==> config.mk <==
export PLATFORM = sky130hd
export DESIGN_NAME = frontier_state_expansion
export DESIGN_NICKNAME = d
export VERILOG_FILES = /design/src/sv/fse_pkg.sv /design/src/sv/frontier_state_expansion.sv
export VERILOG_INCLUDE_DIRS = /design/src /design/src/sv
export SDC_FILE = /design/constraint.sdc
export NUM_CORES = 1
export LEC_CHECK = 0
export ABC_AREA = 0
export BUFFER_PORTS_ARGS = -buffer_cell sky130_fd_sc_hd__buf_2
export CORE_UTILIZATION = 52
export CTS_BUF_LIST = sky130_fd_sc_hd__clkbuf_8
export CTS_CLUSTER_DIAMETER = 100
export DETAILED_ROUTE_END_ITERATION = 12
export PLACE_DENSITY = 0.72
export SLEW_MARGIN = 10
export SYNTH_ARGS = -nofsm -noshare
export SYNTH_HDL_FRONTEND = slang
export SYNTH_SLANG_ARGS = --single-unit
==> constraint.sdc <==
create_clock -name aclk -period 8.15 [get_ports aclk]
set_input_delay 1.63 -clock aclk [delete_from_list [all_inputs] [get_ports aclk]]
set_output_delay 1.63 -clock aclk [all_outputs]
set_load 0.005 [all_outputs]
==> src/sv/assert_macros.svh <==
// ----------------------------------------------------------------------------
// assert_macros.svh
// Concurrent assertion shorthands shared by the RTL.
// ----------------------------------------------------------------------------
`ifndef ASSERT_MACROS_SVH
`define ASSERT_MACROS_SVH

// Same-cycle implication, disabled during reset.
`define FSE_ASSERT_NOW(lbl, clk, rst_n, ante, cons) \
    lbl: assert property (@(posedge clk) disable iff (!(rst_n)) (ante) |-> (cons)) \
        else $error("%m: same-cycle check failed");

// Next-cycle implication, disabled during reset.
`define FSE_ASSERT_NEXT(lbl, clk, rst_n, ante, cons) \
    lbl: assert property (@(posedge clk) disable iff (!(rst_n)) (ante) |=> (cons)) \
        else $error("%m: next-cycle check failed");

`endif

==> src/sv/fse_pkg.sv <==
`default_nettype none
// ----------------------------------------------------------------------------
// fse_pkg
// Shared types and constants for the frontier state expansion block.
// ----------------------------------------------------------------------------
package fse_pkg;

    localparam int KEY_W       = 64;   // packed key width
    localparam int RES_W       = 31;   // residue / modulus width
    localparam int CC_W        = 4;    // color count width
    localparam int MASK_FIELDS = 16;   // fields reachable by the masks
    localparam int DATA_W      = 96;   // key + residue, byte padded
    localparam int CFG_IDX_W   = 3;
    localparam int CFG_DATA_W  = 31;

    localparam logic [CC_W-1:0]  RESET_COLOR_COUNT = 4'd15;
    localparam logic [RES_W-1:0] RESET_MODULUS     = 31'h7FFF_FFFF;

    // register indexes of the configuration port
    localparam logic [CFG_IDX_W-1:0] REG_COLOR_COUNT = 3'd0;
    localparam logic [CFG_IDX_W-1:0] REG_STRICT_MODE = 3'd1;
    localparam logic [CFG_IDX_W-1:0] REG_PARENT_MASK = 3'd2;
    localparam logic [CFG_IDX_W-1:0] REG_KEEP_MASK   = 3'd3;
    localparam logic [CFG_IDX_W-1:0] REG_ENTERS_LIVE = 3'd4;
    localparam logic [CFG_IDX_W-1:0] REG_MODULUS     = 3'd5;

    typedef enum logic [2:0] {
        ST_IDLE,
        ST_SCAN,
        ST_DECIDE,
        ST_MOD,
        ST_EMIT_ONE,
        ST_EMIT_LIVE
    } fse_state_t;

endpackage : fse_pkg
`default_nettype wire

==> src/sv/frontier_state_expansion.sv <==
`default_nettype none
`include "assert_macros.svh"
// ----------------------------------------------------------------------------
// frontier_state_expansion
// Expands one DP frontier state into its successor states.
// ----------------------------------------------------------------------------
// One word in on s_ carries a state (key + residue). A small sequencer walks
// the key one field per cycle through a shared extract/compare/pack unit:
// a scan over min(KEY_FIELDS,16) fields finds the lower color bound (max
// parent field, +1 when strict, at least 1) and packs the kept fields, then
// a decide step follows. If the bound exceeds color_count nothing goes out.
// In live mode one word per color from the bound to color_count follows,
// one per cycle while m_ is not stalled, tlast on the final color. Otherwise
// residue*(color count span) is reduced by a bit-serial shift/subtract unit
// and a single word (tlast set) goes out. A word waits in its emit state while
// the output register is still held by m_. s_tready is high only while the
// sequencer is idle, and the sequencer returns to idle only once the last
// word of an item is loaded (or, without successor, after the decide step),
// so a new word is taken only once the last one is through. The output
// register lets a new word be taken while the last result still waits on m_.
// Configuration writes are taken at any time but must only be issued while the
// block is idle.
// ----------------------------------------------------------------------------
module frontier_state_expansion #(
    parameter int KEY_FIELDS = 16,   // 1..32
    parameter int FIELD_BITS = 4     // 2..6
) (
    input  wire                           aclk,
    input  wire                           aresetn,
    // configuration write port
    input  wire                           cfg_wr_en,
    input  wire [fse_pkg::CFG_IDX_W-1:0]  cfg_index,
    input  wire [fse_pkg::CFG_DATA_W-1:0] cfg_wdata,
    // input stream
    input  wire                           s_tvalid,
    output logic                          s_tready,
    input  wire [fse_pkg::DATA_W-1:0]     s_tdata,   // [63:0] state_key, [94:64] residue
    // result stream
    output logic                          m_tvalid,
    input  wire                           m_tready,
    output logic [fse_pkg::DATA_W-1:0]    m_tdata,   // [63:0] next_key, [94:64] next_residue
    output logic                          m_tlast    // last_of_run
);
    import fse_pkg::*;

    localparam int SCAN_FIELDS = (KEY_FIELDS < MASK_FIELDS) ? KEY_FIELDS : MASK_FIELDS;
    localparam int SCAN_CNT_W  = (SCAN_FIELDS > 1) ? $clog2(SCAN_FIELDS) : 1;
    localparam int LOW_W       = FIELD_BITS + 1;             // field value + strict step
    localparam int CMP_W       = (LOW_W > CC_W) ? LOW_W : CC_W;
    localparam int OFS_W       = $clog2(MASK_FIELDS * FIELD_BITS + 1);
    localparam int PROD_W      = RES_W + CC_W;
    localparam int MOD_CNT_W   = $clog2(PROD_W);

    // ---------------- configuration registers ----------------
    logic [CC_W-1:0]        color_count_reg;
    logic                   strict_mode_reg;
    logic [MASK_FIELDS-1:0] parent_mask_reg;
    logic [MASK_FIELDS-1:0] keep_mask_reg;
    logic                   enters_live_reg;
    logic [RES_W-1:0]       modulus_reg;

    always_ff @(posedge aclk) begin
        if (!aresetn) begin
            color_count_reg <= RESET_COLOR_COUNT;
            strict_mode_reg <= 1'b0;
            parent_mask_reg <= '0;
            keep_mask_reg   <= '0;
            enters_live_reg <= 1'b0;
            modulus_reg     <= RESET_MODULUS;
        end else if (cfg_wr_en) begin
            case (cfg_index)
                REG_COLOR_COUNT: color_count_reg <= cfg_wdata[CC_W-1:0];
                REG_STRICT_MODE: strict_mode_reg <= cfg_wdata[0];
                REG_PARENT_MASK: parent_mask_reg <= cfg_wdata[MASK_FIELDS-1:0];
                REG_KEEP_MASK:   keep_mask_reg   <= cfg_wdata[MASK_FIELDS-1:0];
                REG_ENTERS_LIVE: enters_live_reg <= cfg_wdata[0];
                REG_MODULUS:     modulus_reg     <= cfg_wdata[RES_W-1:0];
                default: ;      // writes beyond the list are ignored
            endcase
        end
    end

    // ---------------- datapath / sequencer registers ----------------
    fse_state_t             state_reg,    state_next;
    logic [KEY_W-1:0]       key_sh_reg,   key_sh_next;    // key, shifted one field per scan
    logic [MASK_FIELDS-1:0] par_sh_reg,   par_sh_next;
    logic [MASK_FIELDS-1:0] keep_sh_reg,  keep_sh_next;
    logic [RES_W-1:0]       res_reg,      res_next;
    logic [LOW_W-1:0]       lower_reg,    lower_next;
    logic [KEY_W-1:0]       base_reg,     base_next;      // packed kept fields
    logic [OFS_W-1:0]       ofs_reg,      ofs_next;       // bit offset of next packed field
    logic [SCAN_CNT_W-1:0]  scan_cnt_reg, scan_cnt_next;
    logic [PROD_W-1:0]      prod_reg,     prod_next;
    logic [RES_W-1:0]       rem_reg,      rem_next;
    logic [MOD_CNT_W-1:0]   mod_cnt_reg,  mod_cnt_next;
    logic [CC_W-1:0]        color_reg,    color_next;
    logic                   m_tvalid_reg, m_tvalid_next;
    logic [DATA_W-1:0]      m_tdata_reg,  m_tdata_next;
    logic                   m_tlast_reg,  m_tlast_next;

    // shared unit signals
    logic [FIELD_BITS-1:0]  field;
    logic [LOW_W-1:0]       cand;
    logic [CC_W-1:0]        span;
    logic [RES_W:0]         trial;
    logic [KEY_W-1:0]       col_field;
    logic                   out_free;

    assign out_free = !m_tvalid_reg || m_tready;
    assign s_tready = (state_reg == ST_IDLE);
    assign m_tvalid = m_tvalid_reg;
    assign m_tdata  = m_tdata_reg;
    assign m_tlast  = m_tlast_reg;

    always_comb begin
        state_next    = state_reg;
        key_sh_next   = key_sh_reg;
        par_sh_next   = par_sh_reg;
        keep_sh_next  = keep_sh_reg;
        res_next      = res_reg;
        lower_next    = lower_reg;
        base_next     = base_reg;
        ofs_next      = ofs_reg;
        scan_cnt_next = scan_cnt_reg;
        prod_next     = prod_reg;
        rem_next      = rem_reg;
        mod_cnt_next  = mod_cnt_reg;
        color_next    = color_reg;
        m_tvalid_next = m_tvalid_reg && !m_tready;
        m_tdata_next  = m_tdata_reg;
        m_tlast_next  = m_tlast_reg;

        field     = key_sh_reg[FIELD_BITS-1:0];
        cand      = LOW_W'(field) + LOW_W'(strict_mode_reg);
        span      = color_count_reg - CC_W'(lower_reg) + CC_W'(1);
        trial     = {rem_reg, prod_reg[PROD_W-1]};
        col_field = KEY_W'(FIELD_BITS'(color_reg));

        case (state_reg)
            ST_IDLE: begin
                if (s_tvalid) begin
                    key_sh_next   = s_tdata[KEY_W-1:0];
                    res_next      = s_tdata[KEY_W +: RES_W];
                    par_sh_next   = parent_mask_reg;
                    keep_sh_next  = keep_mask_reg;
                    lower_next    = LOW_W'(1);
                    base_next     = '0;
                    ofs_next      = '0;
                    scan_cnt_next = '0;
                    state_next    = ST_SCAN;
                end
            end
            ST_SCAN: begin
                // one field per cycle: parent max and keep packing
                if (par_sh_reg[0] && (cand > lower_reg)) begin
                    lower_next = cand;
                end
                if (keep_sh_reg[0]) begin
                    // offsets at or past the key width shift out to zero
                    base_next = base_reg | (KEY_W'(field) << ofs_reg);
                    ofs_next  = ofs_reg + OFS_W'(FIELD_BITS);
                end
                key_sh_next   = key_sh_reg >> FIELD_BITS;
                par_sh_next   = par_sh_reg >> 1;
                keep_sh_next  = keep_sh_reg >> 1;
                scan_cnt_next = scan_cnt_reg + SCAN_CNT_W'(1);
                if (scan_cnt_reg == SCAN_CNT_W'(SCAN_FIELDS - 1)) begin
                    state_next = ST_DECIDE;
                end
            end
            ST_DECIDE: begin
                if (CMP_W'(lower_reg) > CMP_W'(color_count_reg)) begin
                    state_next = ST_IDLE;           // no successor
                end else if (enters_live_reg) begin
                    color_next = CC_W'(lower_reg);
                    state_next = ST_EMIT_LIVE;
                end else begin
                    prod_next    = PROD_W'(res_reg) * PROD_W'(span);
                    rem_next     = '0;
                    mod_cnt_next = '0;
                    state_next   = ST_MOD;
                end
            end
            ST_MOD: begin
                // restoring reduction, one product bit per cycle
                if (trial >= {1'b0, modulus_reg}) begin
                    rem_next = RES_W'(trial - {1'b0, modulus_reg});
                end else begin
                    rem_next = RES_W'(trial);
                end
                prod_next    = prod_reg << 1;
                mod_cnt_next = mod_cnt_reg + MOD_CNT_W'(1);
                if (mod_cnt_reg == MOD_CNT_W'(PROD_W - 1)) begin
                    state_next = ST_EMIT_ONE;
                end
            end
            ST_EMIT_ONE: begin
                if (out_free) begin
                    m_tvalid_next = 1'b1;
                    m_tlast_next  = 1'b1;
                    m_tdata_next  = {1'b0, ((modulus_reg == '0) ? RES_W'(0) : rem_reg),
                                     base_reg};
                    state_next    = ST_IDLE;
                end
            end
            ST_EMIT_LIVE: begin
                if (out_free) begin
                    m_tvalid_next = 1'b1;
                    m_tlast_next  = (color_reg == color_count_reg);
                    m_tdata_next  = {1'b0, res_reg, base_reg | (col_field << ofs_reg)};
                    color_next    = color_reg + CC_W'(1);
                    if (color_reg == color_count_reg) begin
                        state_next = ST_IDLE;
                    end
                end
            end
            default: state_next = ST_IDLE;
        endcase
    end

    always_ff @(posedge aclk) begin
        if (!aresetn) begin
            state_reg    <= ST_IDLE;
            m_tvalid_reg <= 1'b0;
        end else begin
            state_reg    <= state_next;
            m_tvalid_reg <= m_tvalid_next;
        end
    end

    always_ff @(posedge aclk) begin
        key_sh_reg   <= key_sh_next;
        par_sh_reg   <= par_sh_next;
        keep_sh_reg  <= keep_sh_next;
        res_reg      <= res_next;
        lower_reg    <= lower_next;
        base_reg     <= base_next;
        ofs_reg      <= ofs_next;
        scan_cnt_reg <= scan_cnt_next;
        prod_reg     <= prod_next;
        rem_reg      <= rem_next;
        mod_cnt_reg  <= mod_cnt_next;
        color_reg    <= color_next;
        m_tdata_reg  <= m_tdata_next;
        m_tlast_reg  <= m_tlast_next;
    end

    // ---------------- assertions ----------------
    // an accepted word always starts a field scan
    `FSE_ASSERT_NEXT(a_accept_scans, aclk, aresetn, s_tvalid && s_tready, state_reg == ST_SCAN)
    // live colors stay inside [1, color_count]
    `FSE_ASSERT_NOW(a_color_range, aclk, aresetn, state_reg == ST_EMIT_LIVE, (color_reg <= color_count_reg) && (color_reg != '0))
    // partial remainder stays reduced below a nonzero modulus
    `FSE_ASSERT_NOW(a_rem_reduced, aclk, aresetn, (state_reg == ST_MOD) && (modulus_reg != '0), rem_reg < modulus_reg)

endmodule : frontier_state_expansion
`default_nettype wire

==> results.yml <==
worst_hold_path:
  min_to: "keep_mask_reg[11]"
  hold_depth: 2
  min_path_type: "flop to flop"
  worstHoldStart: "keep_mask_reg[11]"
pwr:
  power_density_nw_per_um2: 303
  p_leak_nw: 12.1
  ir_worst_vdd_uv: 197
cts:
  cts_buffers: 78
  clockBufferDepth: 3
  cts_hold_buf: 0
  post_cts_resized: 0
  cts_sinks: 450
  cts_tree: "built"
  htreeDepth: 3
  clkLatencyLatePin_ps: 660
  post_cts_buffers: 0
  root_buffer: "clkbuf_8"
  clk_pin_slew_ps: 60
final_layout:
  final_nets: 2870
  area_growth_pct: 12.8
  drive_gt1_share_pct: 14.7
  fillers: 3883
  fin_cells: 3247
  largest_reg_flops: 95
  regArea_um2: 12800
  multi_input_area_um2: 10600
global_route:
  grt_pass1_vias: 17500
  grt_overflow: 0
  grt_max_degree: 102
  antenna_found_initial: 0
  grtUsageTotal_pct: 23.5
  grt_pass1_wl_mm: 88.6
place:
  dp_cells: 3106
  gp_congestion: 0.895
  portBuffers: 231
  place_hpwl_mm: 38.5
job:
  maxCapViolations: 0
synthesis:
  ys_ff_latch: 450
  ys_seq_area_share_pct: 52.4
  syn_area_um2: 24400
  synth_edf_count: 377
  async_reset_ff_share_pct: 0
  yosysWarnings: 0
  ys_types: 71
  synth_cells: 2373
  syn_area_per_cell_um2: 10.3
  synth_ff_type: "edfxtp_1"
  syn_nets: 2657
worst_setup_path:
  worst_setup_path_end_kind: "flop"
  cp_slowest_cell: "fa_1"
  cp_max_fo: 31
  cp.required_ps: 8550
  r2r_cells: 23
  r2r-end: "prod_reg[34]"
  startpoint_type: "flop"
  regToRegSetupSlack_ps: 1890
  slowest_delay_ps: 550
  path_cells: "ha_1 -> inv_1 -> ha_1 -> ha_1 -> a21oi_1 -> xnor2_2 -> buf_4 -> nand2_1 -> fa_1 -> inv_1 -> fa_1 -> inv_1 -> fa_1 -> nor2b_1 -> o31a_1 -> o211ai_1 -> a211oi_1 -> o21ai_0 -> a31oi_1 -> nor3_1 -> o31ai_1 -> o2111ai_1 -> o311a_1"
  cp.arrival_ps: 6660
  path_class: "flop to flop"
  timing.rr.start: "lower_reg[1]"
floorplan:
  ios: 234
  dieArea_um2: 47800
  initial_core_util_pct: 53.2
  rows: 78
  die-height_um: 219
  die_x_um: 219
  coreArea_um2: 45900
routing:
  wl_per_cell_um: 17.3
  drt_wl_total_mm: 56.1
  vias: 17900
  route.met3.wl_mm: 3.54
  top_layer_used: "met4"
  drc: 0
  drt-pass1-iter-count: 7
  detail_route.vias_per_cell: 5.50
  antenna_left: 0
  wl_met1_mm: 24.7
  drtIter0Drc: 1396
  wl_met2_mm: 26.1
timing:
  min_period_ps: 6260
  rsz0062_at_grt: "false"
  worst_pin_slew_ps: 1190
  final_max_slew_viol_count: 0
  hold_viol: 0
  fin_skew_ps: 32.0
  setup-tns-final_ps: 0
  fmax_mhz: 160
  setup_violations: 0
  slew_headroom_pct: 20.2
  fin_crit_sh_pct: 76.9
outcome:
  status: "complete, no violations"
stage by stage:
stage	util (%)	area [µm²]	hold WS (ps)	total power, mW	setup slack, ps
after floorplan	-	24400	439	5.65	1780
after global placement	56.7	26000	448	6.24	2180
after detailed placement	56.7	26000	459	6.37	2030
after CTS	60.0	27500	468	8.40	1970
after global routing	60.0	27500	486	8.98	1530
final	60.0	27500	465	8.35	1890
per-layer routing:
layer,up-vias,global-route usage (%)
met5,-,0
met4,0,10.1
met3,104,3.87
met2,565,37.8
met1,8540,31.5
li1,8645,-
cell usage in the layout (no fill, tap or decap), types with 59 or more instances in the layout:
| master | count |
|---|---|
| ha_1 | 90 |
| clkbuf_8 | 82 |
| nand2_1 | 480 |
| nor2_1 | 172 |
| buf_2 | 231 |
| edfxtp_1 | 377 |
| inv_1 | 189 |
| and2_1 | 115 |
| fa_1 | 59 |
| a21oi_1 | 94 |
| a21o_1 | 81 |
| dfxtp_1 | 73 |
cell type report:
| cell class | count | share of cell area [%] |
|---|---|---|
| antenna | 1 | 0.00910 |
| clock buffer | 82 | 4.10 |
| clock inverter | 58 | 1.28 |
| inverter | 167 | 2.28 |
| multi-input combinational | 1639 | 38.4 |
| sequential | 450 | 46.5 |
| tap | 600 | 2.73 |
| timing repair buffer | 250 | 4.72 |
cells in the mapped netlist, types with 4 or more instances:
cell | instances | area (µm²)
a211o_1 | 5 | 43.8
a211oi_1 | 5 | 37.5
a21boi_0 | 36 | 270
a21o_1 | 81 | 608
a21oi_1 | 94 | 470
a22o_1 | 31 | 272
a31oi_1 | 44 | 275
and2_1 | 116 | 726
and3_1 | 11 | 68.8
and4_1 | 5 | 43.8
buf_1 | 6 | 22.5
buf_2 | 4 | 20.0
clkbuf_1 | 104 | 390
dfxtp_1 | 73 | 1460
edfxtp_1 | 377 | 11300
fa_1 | 59 | 1180
ha_1 | 90 | 1130
inv_1 | 167 | 627
mux2i_1 | 24 | 240
nand2_1 | 483 | 1810
nand2b_1 | 19 | 119
nand3_1 | 34 | 170
nand3b_1 | 4 | 30.0
nand4_1 | 14 | 87.6
nor2_1 | 176 | 661
nor2b_1 | 25 | 156
nor3_1 | 19 | 95.1
nor4_1 | 8 | 50.1
o211ai_1 | 37 | 278
o21a_1 | 13 | 97.6
o21ai_0 | 54 | 270
o21bai_1 | 22 | 165
o31ai_1 | 8 | 60.1
or2_2 | 5 | 31.3
or3_1 | 5 | 31.3
xnor2_1 | 28 | 245
xor2_1 | 37 | 324
logic make-up (layout without fill, tap and decap cells):
| kind of cell | count (synthesis) | after routing | share of synthesized area [%] |
|---|---|---|---|
| simple gates | 935 | 935 | 17.1 |
| compound gates | 464 | 464 | 13.2 |
| buf+inv | 284 | 557 | 4.50 |
| xor+xnor | 65 | 65 | 2.33 |
| other cells | 1 | 2 | 0.0154 |
| mux | 25 | 25 | 1.03 |
| fa+ha+maj | 149 | 149 | 9.46 |
| flops | 450 | 450 | 52.4 |
critical path: cells and delay by family, from the launching register on:
kind	cells	cell delay, ps
XOR/XNOR	1	140
AND/OR/NAND/NOR	3	400
AO/OA/AOI/OAI	9	2240
buffers and inverters	4	490
flip-flops	1	430
adder cells (fa/ha/maj)	6	2270
worst max path at each step:
stage                       startpoint           end  cells after the start  slack [ps]
floorplan                     m_tready    m_tdata[0]                      3        1780
global placement    color_count_reg[2]  prod_reg[34]                     23        2180
detailed placement        lower_reg[1]  prod_reg[34]                     23        2030
CTS                       lower_reg[1]  prod_reg[34]                     23        1970
global route              lower_reg[1]  prod_reg[34]                     23        1530
finish                    lower_reg[1]  prod_reg[34]                     23        1890
where the power goes:
| part | leakage [nW] | switching (mW) | internal (mW) |
|---|---|---|---|
| clock | 0.852 | 0.941 | 1.04 |
| combinational | 7.01 | 1.93 | 1.33 |
| sequential | 4.20 | 0.146 | 2.96 |
| total | 12.1 | 3.02 | 5.33 |
(Power assumes the default switching activity.)
